## config.mk

```make
export PLATFORM = sky130hd
export DESIGN_NAME = sccb_register_access_master_unit
export DESIGN_NICKNAME = d
export VERILOG_FILES = /design/src/sv/scrm_pkg.sv /design/src/sv/sccb_register_access_master_unit.sv /design/src/sv/scrm_csr.sv /design/src/sv/scrm_step.sv
export SDC_FILE = /design/constraint.sdc
export NUM_CORES = 1
export LEC_CHECK = 0
export ABC_AREA = 0
export BUFFER_PORTS_ARGS = -buffer_cell sky130_fd_sc_hd__clkbuf_2
export CAP_MARGIN = 20
export CORE_MARGIN = 3
export CORE_UTILIZATION = 36
export CTS_CLUSTER_DIAMETER = 40
export DETAILED_ROUTE_END_ITERATION = 10
export GPL_TIMING_DRIVEN = 0
export SLEW_MARGIN = 10
export SYNTH_ARGS = -nofsm -noshare
export SYNTH_HDL_FRONTEND = slang
export SYNTH_SLANG_ARGS = --single-unit
```

## constraint.sdc

```tcl
create_clock -name clock -period 17.5 [get_ports clock]
set_clock_uncertainty 0.2 [all_clocks]
set_input_delay 3.5 -clock clock [delete_from_list [all_inputs] [get_ports clock]]
set_output_delay 3.5 -clock clock [all_outputs]
set_load 0.02 [all_outputs]
```

## src/sv/scrm_pkg.sv

```systemverilog
// ----------------------------------------------------------------------------
// scrm_pkg
// Shared types and codes for the two-wire camera register access master.
// ----------------------------------------------------------------------------
package scrm_pkg;

   localparam logic [1:0] OP_TICK  = 2'd0;
   localparam logic [1:0] OP_WRITE = 2'd1;
   localparam logic [1:0] OP_READ  = 2'd2;

   localparam logic [6:0] WRITE_LAST_STEP = 7'd91;
   localparam logic [6:0] READ_LAST_STEP  = 7'd119;

   localparam logic [6:0] DEVICE_ADDR_RESET = 7'h21;

   typedef enum logic [2:0] {
      KIND_NONE  = 3'b001,
      KIND_WRITE = 3'b010,
      KIND_READ  = 3'b100
   } kind_type;

   typedef enum logic [2:0] {
      SEG_START = 3'd0,
      SEG_STOP  = 3'd1,
      SEG_IDLE  = 3'd2,
      SEG_ADDRW = 3'd3,
      SEG_ADDRR = 3'd4,
      SEG_REG   = 3'd5,
      SEG_DATA  = 3'd6,
      SEG_READ  = 3'd7
   } seg_type;

   typedef struct packed {
      kind_type   kind;
      logic [6:0] step;
      logic [3:0] bit_idx;
      logic [7:0] reg_latch;
      logic [7:0] data_latch;
      logic [7:0] shift_in;
      logic       nack;
      logic       scl;
      logic       sda;
      logic       drv;
   } seq_state_type;

endpackage

```

## src/sv/sccb_register_access_master_unit.sv

```systemverilog
// ----------------------------------------------------------------------------
// sccb_register_access_master_unit
// Two-wire camera register master, one bus pin step per tick transfer.
// ----------------------------------------------------------------------------
// Every input transfer yields exactly one result transfer. The unit takes one
// transfer per clock cycle while the result side does not stall; a result
// passes through the input register and then the result register, with the pin
// step evaluated between them. A write command then needs 92 tick transfers
// and a read command 120; a command given while busy is ignored.
module sccb_register_access_master_unit
   import scrm_pkg::*;
(
   input  logic        clock,
   input  logic        reset,
   input  logic        req_tvalid,
   output logic        req_tready,
   input  logic [23:0] req_tdata,   // reg_addr[7:0], write_data[15:8], sda_in[16], zero pad
   input  logic [1:0]  req_tuser,   // opcode[1:0]
   output logic        rsp_tvalid,
   input  logic        rsp_tready,
   output logic [15:0] rsp_tdata,   // scl[0], sda_level[1], sda_drive[2], busy_res[3],
                                    // done_res[4], read_data[12:5], nack[13], zero pad
   input  logic        csr_psel,
   input  logic        csr_penable,
   input  logic        csr_pwrite,
   input  logic [2:0]  csr_paddr,
   input  logic [31:0] csr_pwdata,
   output logic [31:0] csr_prdata,
   output logic        csr_pready
);

   logic          in_valid_ff;
   logic [1:0]    in_op_ff;
   logic [7:0]    in_reg_ff;
   logic [7:0]    in_wd_ff;
   logic          in_sda_ff;
   logic          out_valid_ff;
   logic [15:0]   out_data_ff;
   logic [15:0]   out_data_in;
   seq_state_type state_ff;
   seq_state_type state_in;
   logic          step_done;
   logic          advance;
   logic [6:0]    device_addr;

   scrm_csr u_csr (
      .clock       (clock),
      .reset       (reset),
      .csr_psel    (csr_psel),
      .csr_penable (csr_penable),
      .csr_pwrite  (csr_pwrite),
      .csr_paddr   (csr_paddr),
      .csr_pwdata  (csr_pwdata),
      .csr_prdata  (csr_prdata),
      .csr_pready  (csr_pready),
      .device_addr (device_addr)
   );

   scrm_step u_step (
      .cur         (state_ff),
      .device_addr (device_addr),
      .opcode      (in_op_ff),
      .reg_addr    (in_reg_ff),
      .write_data  (in_wd_ff),
      .sda_in      (in_sda_ff),
      .nxt         (state_in),
      .done        (step_done)
   );

   assign advance    = in_valid_ff && (!out_valid_ff || rsp_tready);
   assign req_tready = !in_valid_ff || advance;

   assign out_data_in = {2'b00, state_in.nack, state_in.shift_in, step_done,
                         (state_in.kind != KIND_NONE), state_in.drv, state_in.sda,
                         state_in.scl};

   always_ff @(posedge clock) begin
      if (reset) begin
         in_valid_ff  <= 1'b0;
         out_valid_ff <= 1'b0;
         state_ff     <= '{kind: KIND_NONE, step: 7'd0, bit_idx: 4'd0, reg_latch: 8'd0,
                           data_latch: 8'd0, shift_in: 8'd0, nack: 1'b0,
                           scl: 1'b1, sda: 1'b1, drv: 1'b1};
      end else begin
         if (req_tready) begin
            in_valid_ff <= req_tvalid;
         end
         if (advance) begin
            out_valid_ff <= 1'b1;
            state_ff     <= state_in;
         end else if (rsp_tready) begin
            out_valid_ff <= 1'b0;
         end
      end
   end

   always_ff @(posedge clock) begin
      if (req_tvalid && req_tready) begin
         in_op_ff  <= req_tuser;
         in_reg_ff <= req_tdata[7:0];
         in_wd_ff  <= req_tdata[15:8];
         in_sda_ff <= req_tdata[16];
      end
      if (advance) begin
         out_data_ff <= out_data_in;
      end
   end

   assign rsp_tvalid = out_valid_ff;
   assign rsp_tdata  = out_data_ff;

`ifndef SYNTHESIS
   a_idle_step_zero: assert property (@(posedge clock) disable iff (reset)
      state_ff.kind == KIND_NONE |-> state_ff.step == 7'd0)
      else $error("step counter not cleared while idle");

   a_write_step_bound: assert property (@(posedge clock) disable iff (reset)
      state_ff.kind == KIND_WRITE |-> state_ff.step <= WRITE_LAST_STEP)
      else $error("write sequence ran past its last step");

   a_idle_line_driven: assert property (@(posedge clock) disable iff (reset)
      state_ff.kind == KIND_NONE |-> state_ff.drv && state_ff.scl)
      else $error("bus not parked with clock high and data driven while idle");

   a_done_clears_busy: assert property (@(posedge clock) disable iff (reset)
      advance && step_done |=> state_ff.kind == KIND_NONE)
      else $error("sequencer still busy after final step");

   a_bit_index_bound: assert property (@(posedge clock) disable iff (reset)
      state_ff.bit_idx <= 4'd8)
      else $error("read bit index out of range");
`endif

endmodule

```

## src/sv/scrm_csr.sv

```systemverilog
// ----------------------------------------------------------------------------
// scrm_csr
// Configuration register block: holds the 7-bit device bus address.
// ----------------------------------------------------------------------------
module scrm_csr
   import scrm_pkg::*;
(
   input  logic        clock,
   input  logic        reset,
   input  logic        csr_psel,
   input  logic        csr_penable,
   input  logic        csr_pwrite,
   input  logic [2:0]  csr_paddr,
   input  logic [31:0] csr_pwdata,
   output logic [31:0] csr_prdata,
   output logic        csr_pready,
   output logic [6:0]  device_addr
);

   logic [6:0] dev_addr_ff;
   logic [6:0] dev_addr_in;
   logic       wr_en;

   assign csr_pready = 1'b1;
   assign wr_en = csr_psel && csr_penable && csr_pwrite && !csr_paddr[2];

   always_comb begin
      dev_addr_in = dev_addr_ff;
      if (wr_en) begin
         dev_addr_in = csr_pwdata[6:0];
      end
   end

   always_ff @(posedge clock) begin
      if (reset) begin
         dev_addr_ff <= DEVICE_ADDR_RESET;
      end else begin
         dev_addr_ff <= dev_addr_in;
      end
   end

   assign csr_prdata  = csr_paddr[2] ? 32'd0 : {25'd0, dev_addr_ff};
   assign device_addr = dev_addr_ff;

endmodule

```

## src/sv/scrm_step.sv

```systemverilog
// ----------------------------------------------------------------------------
// scrm_step
// One bus pin step: decodes the step counter into segment and offset and
// forms the next sequencer state.
// ----------------------------------------------------------------------------
module scrm_step
   import scrm_pkg::*;
(
   input  seq_state_type cur,
   input  logic [6:0]    device_addr,
   input  logic [1:0]    opcode,
   input  logic [7:0]    reg_addr,
   input  logic [7:0]    write_data,
   input  logic          sda_in,
   output seq_state_type nxt,
   output logic          done
);

   seg_type    seg;
   logic [6:0] base;
   logic [4:0] ofs;
   logic [7:0] seg_byte;
   logic [2:0] q;
   logic [4:0] r;
   logic       is_rd;
   logic       last;

   assign is_rd = (cur.kind == KIND_READ);

   always_comb begin
      seg  = SEG_START;
      base = 7'd0;
      if (cur.step < 7'd3) begin
         seg  = SEG_START;
         base = 7'd0;
      end else if (cur.step < 7'd31) begin
         seg  = SEG_ADDRW;
         base = 7'd3;
      end else if (cur.step < 7'd60) begin
         seg  = SEG_REG;
         base = 7'd31;
      end else if (!is_rd) begin
         if (cur.step < 7'd89) begin
            seg  = SEG_DATA;
            base = 7'd60;
         end else begin
            seg  = SEG_STOP;
            base = 7'd89;
         end
      end else if (cur.step < 7'd63) begin
         seg  = SEG_STOP;
         base = 7'd60;
      end else if (cur.step < 7'd64) begin
         seg  = SEG_IDLE;
         base = 7'd63;
      end else if (cur.step < 7'd67) begin
         seg  = SEG_START;
         base = 7'd64;
      end else if (cur.step < 7'd95) begin
         seg  = SEG_ADDRR;
         base = 7'd67;
      end else if (cur.step < 7'd117) begin
         seg  = SEG_READ;
         base = 7'd95;
      end else begin
         seg  = SEG_STOP;
         base = 7'd117;
      end
   end

   assign ofs = 5'(cur.step - base);

   always_comb begin
      q = 3'd0;
      for (int k = 1; k < 8; k++) begin
         if (ofs >= 5'(3 * k)) begin
            q = 3'(k);
         end
      end
   end

   assign r = ofs - 5'({q, 1'b0}) - 5'(q);

   always_comb begin
      unique case (seg)
         SEG_ADDRW: seg_byte = {device_addr, 1'b0};
         SEG_ADDRR: seg_byte = {device_addr, 1'b1};
         SEG_REG:   seg_byte = cur.reg_latch;
         default:   seg_byte = cur.data_latch;
      endcase
   end

   assign last = is_rd ? (cur.step == READ_LAST_STEP) : (cur.step == WRITE_LAST_STEP);

   always_comb begin
      nxt  = cur;
      done = 1'b0;
      if ((opcode == OP_WRITE || opcode == OP_READ) && cur.kind == KIND_NONE) begin
         nxt.kind       = (opcode == OP_WRITE) ? KIND_WRITE : KIND_READ;
         nxt.reg_latch  = reg_addr;
         nxt.data_latch = write_data;
         nxt.step       = 7'd0;
         nxt.bit_idx    = 4'd0;
         nxt.shift_in   = 8'd0;
         nxt.nack       = 1'b0;
      end else if (opcode == OP_TICK && cur.kind != KIND_NONE) begin
         unique case (seg)
            SEG_START: begin
               if (ofs == 5'd0) begin
                  nxt.drv = 1'b1;
                  nxt.scl = 1'b1;
               end else begin
                  nxt.sda = (ofs == 5'd1);
               end
            end
            SEG_STOP: begin
               if (ofs == 5'd0) begin
                  nxt.drv = 1'b1;
                  nxt.scl = 1'b1;
               end else begin
                  nxt.sda = (ofs != 5'd1);
               end
            end
            SEG_IDLE: begin
               nxt.scl = cur.scl;
            end
            SEG_READ: begin
               if (ofs == 5'd0) begin
                  nxt.sda = 1'b0;
               end else if (ofs <= 5'd16) begin
                  nxt.drv = 1'b0;
                  if (ofs[0]) begin
                     nxt.scl = 1'b0;
                  end else begin
                     nxt.scl = 1'b1;
                     if (sda_in && !cur.bit_idx[3]) begin
                        nxt.shift_in[~cur.bit_idx[2:0]] = 1'b1;
                     end
                     nxt.bit_idx = cur.bit_idx + 4'd1;
                  end
               end else if (ofs == 5'd17) begin
                  nxt.drv = 1'b1;
                  nxt.sda = 1'b1;
               end else if (ofs == 5'd18 || ofs == 5'd21) begin
                  nxt.scl = 1'b0;
               end else if (ofs == 5'd19) begin
                  nxt.scl = 1'b1;
               end else begin
                  nxt.sda = 1'b0;
               end
            end
            default: begin
               if (ofs < 5'd24) begin
                  if (ofs == 5'd0) begin
                     nxt.drv = 1'b1;
                  end
                  if (r == 5'd0) begin
                     nxt.scl = 1'b0;
                  end else if (r == 5'd1) begin
                     nxt.sda = seg_byte[~q];
                  end else begin
                     nxt.scl = 1'b1;
                  end
               end else if (ofs == 5'd24 || ofs == 5'd28) begin
                  nxt.scl = 1'b0;
               end else if (ofs == 5'd25) begin
                  nxt.sda = 1'b1;
               end else if (ofs == 5'd26) begin
                  nxt.drv  = 1'b0;
                  nxt.scl  = 1'b0;
                  nxt.nack = cur.nack | sda_in;
               end else begin
                  nxt.scl = 1'b1;
               end
            end
         endcase
         nxt.step = cur.step + 7'd1;
         if (last) begin
            nxt.kind = KIND_NONE;
            nxt.step = 7'd0;
            done     = 1'b1;
         end
      end
   end

endmodule

```

==> results of run 1 <==
logic make-up (layout without fill, tap and decap cells):
| kind of cell | after synthesis | after routing |
|---|---|---|
| muxes | 14 | 14 |
| DFF | 84 | 84 |
| buffers and inverters | 84 | 156 |
| and+or+nand+nor | 249 | 249 |
| AOI/OAI and AO/OA | 181 | 181 |
| adders and majority gates | 17 | 17 |
| xor gates and xnor gates | 14 | 14 |
| other | 2 | 28 |
layer usage:
layer / vias up / wire [um] / share of wire [%] / track usage, %
li1: 2474 / - / - / -
met1: 2335 / 6930 / 46 / 25.5
met3: 26 / 856 / 5.7 / 3.13
met4: 0 / 392 / 2.6 / 6.37
met2: 166 / 6820 / 45 / 30.0
met5: - / 0 / 0 / 0
path summary, 6_finish.rpt:
kind,from,to,slack (ns),depth (start not counted)
hold reg to reg,state_ff[24]$_SDFFE_PP0P_,state_ff[24]$_SDFFE_PP0P_,0.26,2
setup / recovery,state_ff[35]$_SDFFE_PP0P_,rsp_tdata[1]$_DFFE_PP_,9.65,29
hold / removal,state_ff[24]$_SDFFE_PP0P_,state_ff[24]$_SDFFE_PP0P_,0.26,2
setup reg to reg,state_ff[35]$_SDFFE_PP0P_,rsp_tdata[1]$_DFFE_PP_,9.65,29
cell usage after synthesis (all sizes together) (6+ instances only):
library cell   n  area, um^2
ha            14         175
nand4          6        37.5
nor2          74         278
edfxtp        33         991
o21ai         39         199
nand3         12        60.1
xor2           6        52.6
a211oi         6        50.1
a2111oi        6        90.1
nand2b         6        37.5
nor2b          9        56.3
nor3          17        85.1
clkbuf        27         101
nand2         78         293
a21oi         61         305
xnor2          8        70.1
a31oi          8        50.1
and3           8        50.1
or3            6        42.5
buf           34         250
inv           22        82.6
mux2i         13         130
and2          11        71.3
o211ai         7        52.6
a22oi          6        45.0
dfxtp         51        1020
state kept, by name (all words and copies together), names as in the netlist:
name / cells
in_op_ff: 2
in_reg_ff: 8
in_sda_ff: 1
in_valid_ff: 1
in_wd_ff: 8
rsp_tdata: 14
rsp_tvalid: 1
state_ff: 42
u_csr.device_addr: 7
through the flow:
stage / hold slack, ns / area [um^2] / power, uW
6_report: 0.257 / 6270 / 459
5_1_grt: 0.278 / 6270 / 477
4_1_cts: 0.258 / 6260 / 463
3_5_place_dp: 0.250 / 5930 / 259
3_3_place_gp: 0.244 / 5930 / 258
2_1_floorplan: 0.232 / 5430 / 246
power groups by stage:
| stage | logic (uW) | registers [uW] | clock network (uW) |
|---|---|---|---|
| global route | 45.5 | 215 | 216 |
| detailed placement | 40.2 | 219 | 0 |
| global placement | 39.7 | 218 | 0 |
| floorplan | 26.6 | 219 | 0 |
| finish | 41.0 | 214 | 204 |
| CTS | 40.4 | 214 | 209 |
final cells by class:
| class | instances | area, um^2 | share of cell area (%) |
|---|---|---|---|
| buffer | 61 | 352 | 5.61 |
| clock buffer | 9 | 225 | 3.59 |
| clock inverter | 7 | 98.8 | 1.58 |
| inverter | 23 | 86.3 | 1.38 |
| multi-input combinational | 503 | 2980 | 47.6 |
| sequential | 84 | 2010 | 32.1 |
| tap | 180 | 225 | 3.59 |
| timing repair buffer | 56 | 290 | 4.63 |
worst min-delay path, delay by kind of cell (launching register included):
kind	cells	cell delay [ns]
flops	1	0.31
simple gates	1	0.05
compound gates	1	0.05
==> results.py, run 1 <==
metrics = {
    "run_status": {
        "status": "finished clean",
    },
    "layout": {
        "drive_gt1_share_pct": 15.7,
        "fill_cells": 1427,
        "final_cells": 923,
        "antennaDiodeCount": 0,
        "area_growth_pct": 17.6,
        "final_core_util_pct": 44.2,
        "final_nets": 823,
        "mostFrequentLayoutCells": "nand2_1, nor2_1, a21oi_1, clkbuf_2, dfxtp_1",
        "layout_commonest_cell": "nand2_1",
    },
    "die": {
        "die_x_um": 128,
        "initial_core_util_pct": 37.6,
        "num_io_pins": 119,
        "coreArea_um2": 14200,
        "die-area_um2": 16300,
        "chipHeight_um": 128,
        "num_rows": 43,
    },
    "timing": {
        "fmax_mhz": 127,
        "tightest_slew_ns": 1.00,
        "drv_slew": 0,
        "fin_crit_sh_pct": 44.9,
        "setup_tns_ns": 0,
        "setup_viol": 0,
        "finalCriticalPeriod_ns": 7.85,
        "hold_viol_final": 0,
        "slew-limit-headroom_pct": 32.5,
        "rsz0062_at_grt": "no",
        "finalWorstSetupSlack_ns": 9.65,
    },
    "clock_network": {
        "postCtsSetupRepairBufs": 0,
        "cts_root_buf": "clkbuf_16",
        "clkSlewWorstSetupHoldPaths_ns": 0.06,
        "htreeDepth": 3,
        "cts_hold_buf": 0,
        "clockBufferDepth": 2,
        "insertion_delay_ns": 0.34,
        "cts.sinks": 84,
        "tritoncts": "built",
        "cts_resized": 0,
        "cts_made_buffers": 9,
    },
    "yosys": {
        "netlist_instances": 645,
        "ys_types": 75,
        "muxShareOfSynthArea_pct": 2.65,
        "synth_xor_area_share_pct": 2.30,
        "ys_ff_latch": 84,
        "ys_seq_area_share_pct": 37.7,
        "syn_avg_cell_area_um2": 8.27,
        "synth_edf_count": 33,
        "async_flop_share_pct": 0,
        "yosys.area_share.adder_pct": 4.41,
        "yosysWarnings": 0,
        "synth-simple-area-share_pct": 22.0,
        "synth_top_family_by_area": "compound AO/OA/AOI/OAI gates",
        "synth_area_um2": 5340,
        "synth_flop_cell": "dfxtp_1",
        "synth-compound-area-share_pct": 22.5,
    },
    "setup_path": {
        "max_stage_delay_ns": 0.62,
        "critPathLaunchType": "register",
        "cp.buffers_inverters": 5,
        "cp.arrival_ns": 7.85,
        "endpoint_kind": "register",
        "cp_slowest_cell": "xor2_1",
        "required_ns": 17.50,
        "crit_family": "compound AO/OA/AOI/OAI gates",
        "crit_type": "register to register",
        "cpMostUsedCell": "a21oi_1",
        "critPathMaxFanout": 10,
    },
    "drt": {
        "routedWlPerCell_um": 16.3,
        "drc_errors": 0,
        "num_vias": 5001,
        "viasPerCell": 5.42,
        "first_iter_violations": 355,
        "wl_um": 15000,
        "ant_nets": 0,
        "drt_pre_antenna_iters": 4,
    },
    "place": {
        "gp_congestion": 0.933,
        "dp.final_hpwl_um": 11700,
        "dp.cells": 906,
        "port_buffers": 55,
        "pre_cts_ws_ns": 9.73,
    },
    "flow_run": {
        "maxCapViolations": 0,
    },
    "power": {
        "netSwitchingFraction_pct": 23.5,
        "irDropWorstVdd_v": 0.0000663,
        "seq_power_share_pct": 46.7,
        "internal-power_uw": 351,
        "p_leak_uw": 0.00243,
        "p_switching_uw": 108,
        "combPwrFrac_pct": 8.9,
        "power.density_nw_per_um2": 73.2,
        "p_clk_share_pct": 44.4,
    },
    "grt": {
        "grt_pass1_wl_um": 24700,
        "grt_pass1_vias": 4836,
        "grt_usage_pct": 18.7,
        "antenna_found_initial": 0,
        "grt_max_degree": 24,
        "overflow": 0,
    },
    "worst_hold_path": {
        "hp-class": "register to register",
    },
}
Note: power is estimated with default switching activity, not from simulation.
==> inputs of run 2 (changes only) <==
Clock period 17.5 ns to 6.69 ns, I/O delays scaled along.
==> run 2 against run 1 <==
  * Design area is 2.7% higher
  * Sequential cell count stayed put
  * Highest routed layer unchanged
  * Final cell count shrank 0.11%
  * Largest cell class unchanged
  * Power increased to 2.6 times the previous value
  * Sequential power rose to 2.6 times the previous value
  * Largest power group unchanged
==> results.py, run 2 (synthesized netlist as in run 1, its figures left out) <==
metrics = {
    "timing": {
        "setup_viol": 0,
        "fmax_mhz": 157,
        "slew-limit-headroom_pct": 33.4,
        "holdWs_ns": 0.258,
        "rsz0062_at_grt": "no",
        "hold_viol_final": 0,
        "fin_crit_sh_pct": 95.4,
        "drv_slew": 0,
        "setup_tns_ns": 0,
        "finalWorstSetupSlack_ns": 0.306,
        "finalCriticalPeriod_ns": 6.38,
        "tightest_slew_ns": 0.990,
    },
    "layout": {
        "area_growth_pct": 20.7,
        "fill_cells": 1418,
        "final_core_util_pct": 45.3,
        "drive_gt1_share_pct": 20.8,
        "layout_commonest_cell": "nand2_1",
        "mostFrequentLayoutCells": "nand2_1, nor2_1, a21oi_1, clkbuf_2, dfxtp_1",
        "antennaDiodeCount": 0,
        "final_nets": 822,
        "largest_reg_flops": 42,
        "regMostFlops": "state_ff",
    },
    "grt": {
        "antenna_found_initial": 0,
        "grt_max_degree": 24,
        "overflow": 0,
        "grt_pass1_vias": 4861,
        "grt_usage_pct": 18.8,
        "grt_pass1_wl_um": 24800,
    },
    "die": {
        "die_x_um": 128,
        "coreArea_um2": 14200,
        "num_io_pins": 119,
        "initial_core_util_pct": 37.6,
        "die-area_um2": 16300,
        "chipHeight_um": 128,
        "num_rows": 43,
    },
    "setup_path": {
        "r2r-end": "rsp_tdata[1]$_DFFE_PP_",
        "cp_slowest_cell": "fa_2",
        "required_ns": 6.58,
        "max_stage_delay_ns": 0.57,
        "cpMostUsedCell": "a21oi_1",
        "endpoint_kind": "register",
        "critPathMaxFanout": 10,
        "rr_worst_depth": 25,
        "cp.arrival_ns": 6.27,
        "crit_type": "register to register",
        "regToRegSetupSlack_ns": 0.31,
        "timing.rr.start": "state_ff[35]$_SDFFE_PP0P_",
        "critPathLaunchType": "register",
    },
    "power": {
        "power.density_nw_per_um2": 187,
        "p_leak_uw": 0.00250,
        "combPwrFrac_pct": 8.9,
        "seq_power_share_pct": 46.6,
        "p_clk_share_pct": 44.5,
        "internal-power_uw": 918,
        "netSwitchingFraction_pct": 23.7,
        "irDropWorstVdd_v": 0.000174,
        "p_switching_uw": 284,
    },
    "drt": {
        "viasPerCell": 5.47,
        "drt_pre_antenna_iters": 5,
        "first_iter_violations": 324,
        "wl_um": 15200,
        "routedWlPerCell_um": 16.5,
        "drc_errors": 0,
        "ant_nets": 0,
        "num_vias": 5045,
    },
    "clock_network": {
        "clockBufferDepth": 2,
        "tritoncts": "built",
        "clkSlewWorstSetupHoldPaths_ns": 0.06,
        "cts.sinks": 84,
        "cts_made_buffers": 9,
        "htreeDepth": 3,
        "cts_root_buf": "clkbuf_16",
        "insertion_delay_ns": 0.34,
    },
    "place": {
        "dp.final_hpwl_um": 11700,
        "pre_cts_ws_ns": -1.03,
        "gp_congestion": 0.933,
        "port_buffers": 55,
    },
    "worst_hold_path": {
        "hold_start": "state_ff[24]$_SDFFE_PP0P_",
        "min_to": "state_ff[24]$_SDFFE_PP0P_",
        "hp-class": "register to register",
        "hold_depth": 2,
    },
    "flow_run": {
        "maxCapViolations": 0,
    },
    "run_status": {
        "status": "finished clean",
    },
}
run 2: worst max-delay path by stage:
stage                        endpoint                       from  cells after the start
4_1_cts        rsp_tdata[1]$_DFFE_PP_  state_ff[37]$_SDFFE_PP0P_                     27
3_3_place_gp   rsp_tdata[1]$_DFFE_PP_  state_ff[35]$_SDFFE_PP0P_                     29
2_1_floorplan  rsp_tdata[1]$_DFFE_PP_  state_ff[35]$_SDFFE_PP0P_                     29
5_1_grt        rsp_tdata[1]$_DFFE_PP_  state_ff[38]$_SDFFE_PP0P_                     30
6_report       rsp_tdata[1]$_DFFE_PP_  state_ff[35]$_SDFFE_PP0P_                     25
3_5_place_dp   rsp_tdata[1]$_DFFE_PP_  state_ff[35]$_SDFFE_PP0P_                     29
run 2: final cells by class:
type / count / area, um^2 / share of cell area (%)
Tap cell: 180 / 225 / 3.50
Multi-Input combinational cell: 503 / 3130 / 48.5
Clock buffer: 9 / 225 / 3.50
Sequential cell: 84 / 2020 / 31.4
Buffer: 59 / 360 / 5.59
Inverter: 23 / 86.3 / 1.34
Timing Repair Buffer: 57 / 298 / 4.62
Clock inverter: 7 / 98.8 / 1.53
run 2: power groups by stage:
stage	Clock, uW	Combinational [uW]	Sequential [uW]
finish	535	107	560
global route	566	119	562
floorplan	0	69.5	574
detailed placement	0	105	572
global placement	0	104	571
CTS	545	106	561
run 2: metal layers:
metal  vias up  wire length, um  global-route usage, %
met5         -                0                      0
met4         0              372                   6.43
met3        26             1060                   3.29
met2       204             6950                   30.2
met1      2347             6820                   25.5
li1       2468                -                      -
run 2: per-stage QoR:
step	area, um^2	total power, uW	cells
finish	6440	1200	922
global route	6440	1250	922
detailed placement	5930	677	906
floorplan	5430	643	671
global placement	5930	675	906
CTS	6350	1210	923
run 2: what timing repair did:
item	4_1_cts	5_1_grt
buffers inserted	1	0
hold buffers	0	0
cloned	0	0
pin swaps	1	2
setup endpoints to repair	4	4
hold endpoints to repair	0	0
resized for setup	25	25
run 2: worst max-delay path: cells and delay by family, from the launching register on:
| family | cells | cell delay, ns |
|---|---|---|
| AOI/OAI and AO/OA | 11 | 2.06 |
| buffers and inverters | 5 | 0.92 |
| xor gates and xnor gates | 1 | 0.19 |
| adders and majority gates | 4 | 1.50 |
| DFF | 1 | 0.40 |
| and+or+nand+nor | 4 | 0.87 |
==> inputs of run 3 (changes only) <==
--- a/config.mk
+++ b/config.mk
@@ -14,4 +14,5 @@
 export DETAILED_ROUTE_END_ITERATION = 10
 export GPL_TIMING_DRIVEN = 0
+export SETUP_SLACK_MARGIN = 0.15
 export SLEW_MARGIN = 10
 export SYNTH_ARGS = -nofsm -noshare
==> constraint.sdc (replaced) <==
create_clock -name clock -period 5.51 [get_ports clock]
set_clock_uncertainty 0.2 [all_clocks]
set_input_delay 1.102 -clock clock [delete_from_list [all_inputs] [get_ports clock]]
set_output_delay 1.102 -clock clock [all_outputs]
set_load 0.01 [all_outputs]
==> run 3 against run 2 <==
  * Sequential cell count unchanged
  * Clock power up 24%
  * The flow now finishes with violations (setup timing)
  * Critical endpoint is now state_ff[1]$_SDFFE_PP1P_
  * Via count up 3.0%
  * Highest routed layer unchanged
==> results.py, run 3 (synthesized netlist as in run 1, its figures left out) <==
metrics = {
    "die": {
        "chipHeight_um": 128,
        "num_io_pins": 119,
        "coreArea_um2": 14200,
        "die-area_um2": 16300,
        "die_x_um": 128,
        "initial_core_util_pct": 37.6,
        "num_rows": 43,
    },
    "drt": {
        "wl_met1_um": 6760,
        "drt_pre_antenna_iters": 5,
        "first_iter_violations": 288,
        "top_layer": "met4",
        "wl_um": 15400,
        "num_vias": 5194,
        "met3WireLength_um": 947,
        "wl_met2_um": 7250,
        "ant_nets": 0,
        "viasPerCell": 5.40,
        "drc_errors": 0,
        "routedWlPerCell_um": 16.1,
    },
    "grt": {
        "grt_max_degree": 24,
        "grt_pass1_wl_um": 24500,
        "grt_pass1_vias": 4942,
        "overflow": 0,
        "grt_usage_pct": 18.6,
        "antenna_found_initial": 0,
    },
    "clock_network": {
        "tritoncts": "built",
        "cts_hold_buf": 0,
        "htreeDepth": 3,
        "clockBufferDepth": 2,
        "cts_root_buf": "clkbuf_16",
        "cts_made_buffers": 9,
        "insertion_delay_ns": 0.34,
        "clkSlewWorstSetupHoldPaths_ns": 0.06,
        "cts.sinks": 84,
    },
    "timing": {
        "drv_slew": 0,
        "slew-limit-headroom_pct": 30.6,
        "fin_crit_sh_pct": 109,
        "tightest_slew_ns": 1.03,
        "finalWorstSetupSlack_ns": -0.473,
        "hold_viol_final": 0,
        "fmax_mhz": 167,
        "finalCriticalPeriod_ns": 5.98,
        "rsz0062_at_grt": "yes",
        "setup_tns_ns": -1.32,
        "setup_viol": 4,
    },
    "worst_hold_path": {
        "min_to": "state_ff[19]$_SDFFE_PP0P_",
        "hp-class": "register to register",
        "hold_start": "state_ff[19]$_SDFFE_PP0P_",
        "hold_depth": 2,
    },
    "layout": {
        "largest_reg_flops": 42,
        "regArea_um2": 2030,
        "mostFrequentLayoutCells": "nand2_1, nor2_1, buf_4, clkbuf_2, a21oi_1",
        "fill_cells": 1376,
        "fin_area_um2": 7110,
        "regMostFlops": "state_ff",
        "multi_input_area_um2": 3390,
        "antennaDiodeCount": 0,
        "layout_commonest_cell": "nand2_1",
        "drive_gt1_share_pct": 30.2,
        "final_nets": 862,
        "area_growth_pct": 33.3,
        "final_cells": 962,
    },
    "place": {
        "pre_cts_ws_ns": -1.13,
        "dp.cells": 906,
        "dp.final_hpwl_um": 11500,
        "port_buffers": 55,
        "placed_area_um2": 6070,
        "gp_congestion": 0.904,
    },
    "run_status": {
        "violations": "setup timing",
        "status": "finished with violations",
    },
    "setup_path": {
        "critPathLaunchType": "register",
        "required_ns": 5.54,
        "cp_slowest_cell": "a2111o_1",
        "max_stage_delay_ns": 0.43,
        "endpoint_kind": "register",
        "r2r-end": "state_ff[1]$_SDFFE_PP1P_",
        "critPathMaxFanout": 8,
        "rr_worst_depth": 26,
        "crit_type": "register to register",
        "cp.arrival_ns": 6.01,
        "regToRegSetupSlack_ns": -0.47,
        "timing.rr.start": "state_ff[39]$_SDFFE_PP1P_",
    },
    "power": {
        "power.density_nw_per_um2": 205,
        "p_leak_uw": 0.00279,
        "irDropWorstVdd_v": 0.000214,
    },
    "flow_run": {
        "maxCapViolations": 0,
    },
}
[run 3: changes by cell type in the layout (fill, tap and decap cells not counted), moves of 4 or more]
| cell | delta |
|---|---|
| buf_4 | +37 |
| a21oi_1 | -5 |
| buf_2 | -5 |
| clkbuf_4 | +5 |
| ha_1 | -5 |
| dfxtp_1 | -4 |
| inv_1 | -4 |
| o21ai_0 | -4 |
[run 3: metrics by stage]
stage | total power (uW) | util, % | hold WS (ns)
after floorplan | 767 | - | 0.232
after global placement | 807 | 42.7 | 0.245
after detailed placement | 809 | 42.7 | 0.244
after CTS | 1470 | 47.5 | 0.252
after global routing | 1510 | 50.1 | 0.294
final | 1460 | 50.1 | 0.252
[run 3: worst max path at each step]
stage | startpoint | end | slack [ns]
after global placement | state_ff[34]$_SDFFE_PP0P_ | rsp_tdata[1]$_DFFE_PP_ | -1.15
after global routing | state_ff[32]$_SDFFE_PP0P_ | state_ff[1]$_SDFFE_PP1P_ | -0.68
final | state_ff[39]$_SDFFE_PP1P_ | state_ff[1]$_SDFFE_PP1P_ | -0.47
after CTS | state_ff[37]$_SDFFE_PP0P_ | rsp_tdata[1]$_DFFE_PP_ | -0.50
after floorplan | state_ff[37]$_SDFFE_PP0P_ | rsp_tdata[1]$_DFFE_PP_ | 0.007
after detailed placement | state_ff[34]$_SDFFE_PP0P_ | rsp_tdata[1]$_DFFE_PP_ | -1.13
[run 3: metal layers]
metal,global-route usage (%),vias up
met3,2.54,28
met2,30.8,192
met1,24.5,2424
met4,7.49,0
met5,0,-
li1,-,2550
[run 3: cell type report]
cell class / instances / share of cell area, %
clock buffers: 11 / 3.57
inverters: 23 / 1.32
plain buffers: 61 / 5.93
multi-input cells: 503 / 47.7
flip-flops and latches: 84 / 28.6
clock inverters: 5 / 1.14
repair buffers: 95 / 8.55
well taps: 180 / 3.17
[run 3: worst max-delay path, delay by kind of cell (launching register included)]
kind                     cells  cell delay (ns)
XOR/XNOR                     1             0.16
buffers and inverters        5             0.39
AND/OR/NAND/NOR              6             1.46
adder cells (fa/ha/maj)      4             1.26
AO/OA/AOI/OAI               10             2.04
flip-flops                   1             0.34
[run 3: where the power goes]
part	leakage [uW]	switching, uW	internal [uW]
registers	0.000723	12.0	667
clock network	0.000161	237	425
logic	0.00190	71.8	46.6
[run 3: repair_timing]
action / 4_1_cts / 5_1_grt
resized for setup: 45 / 53
cloned: 0 / 1
setup endpoints to repair: 4 / 4
pin swaps: 17 / 26
setup buffers: 21 / 17
endpoints found under the hold margin: 0 / 0
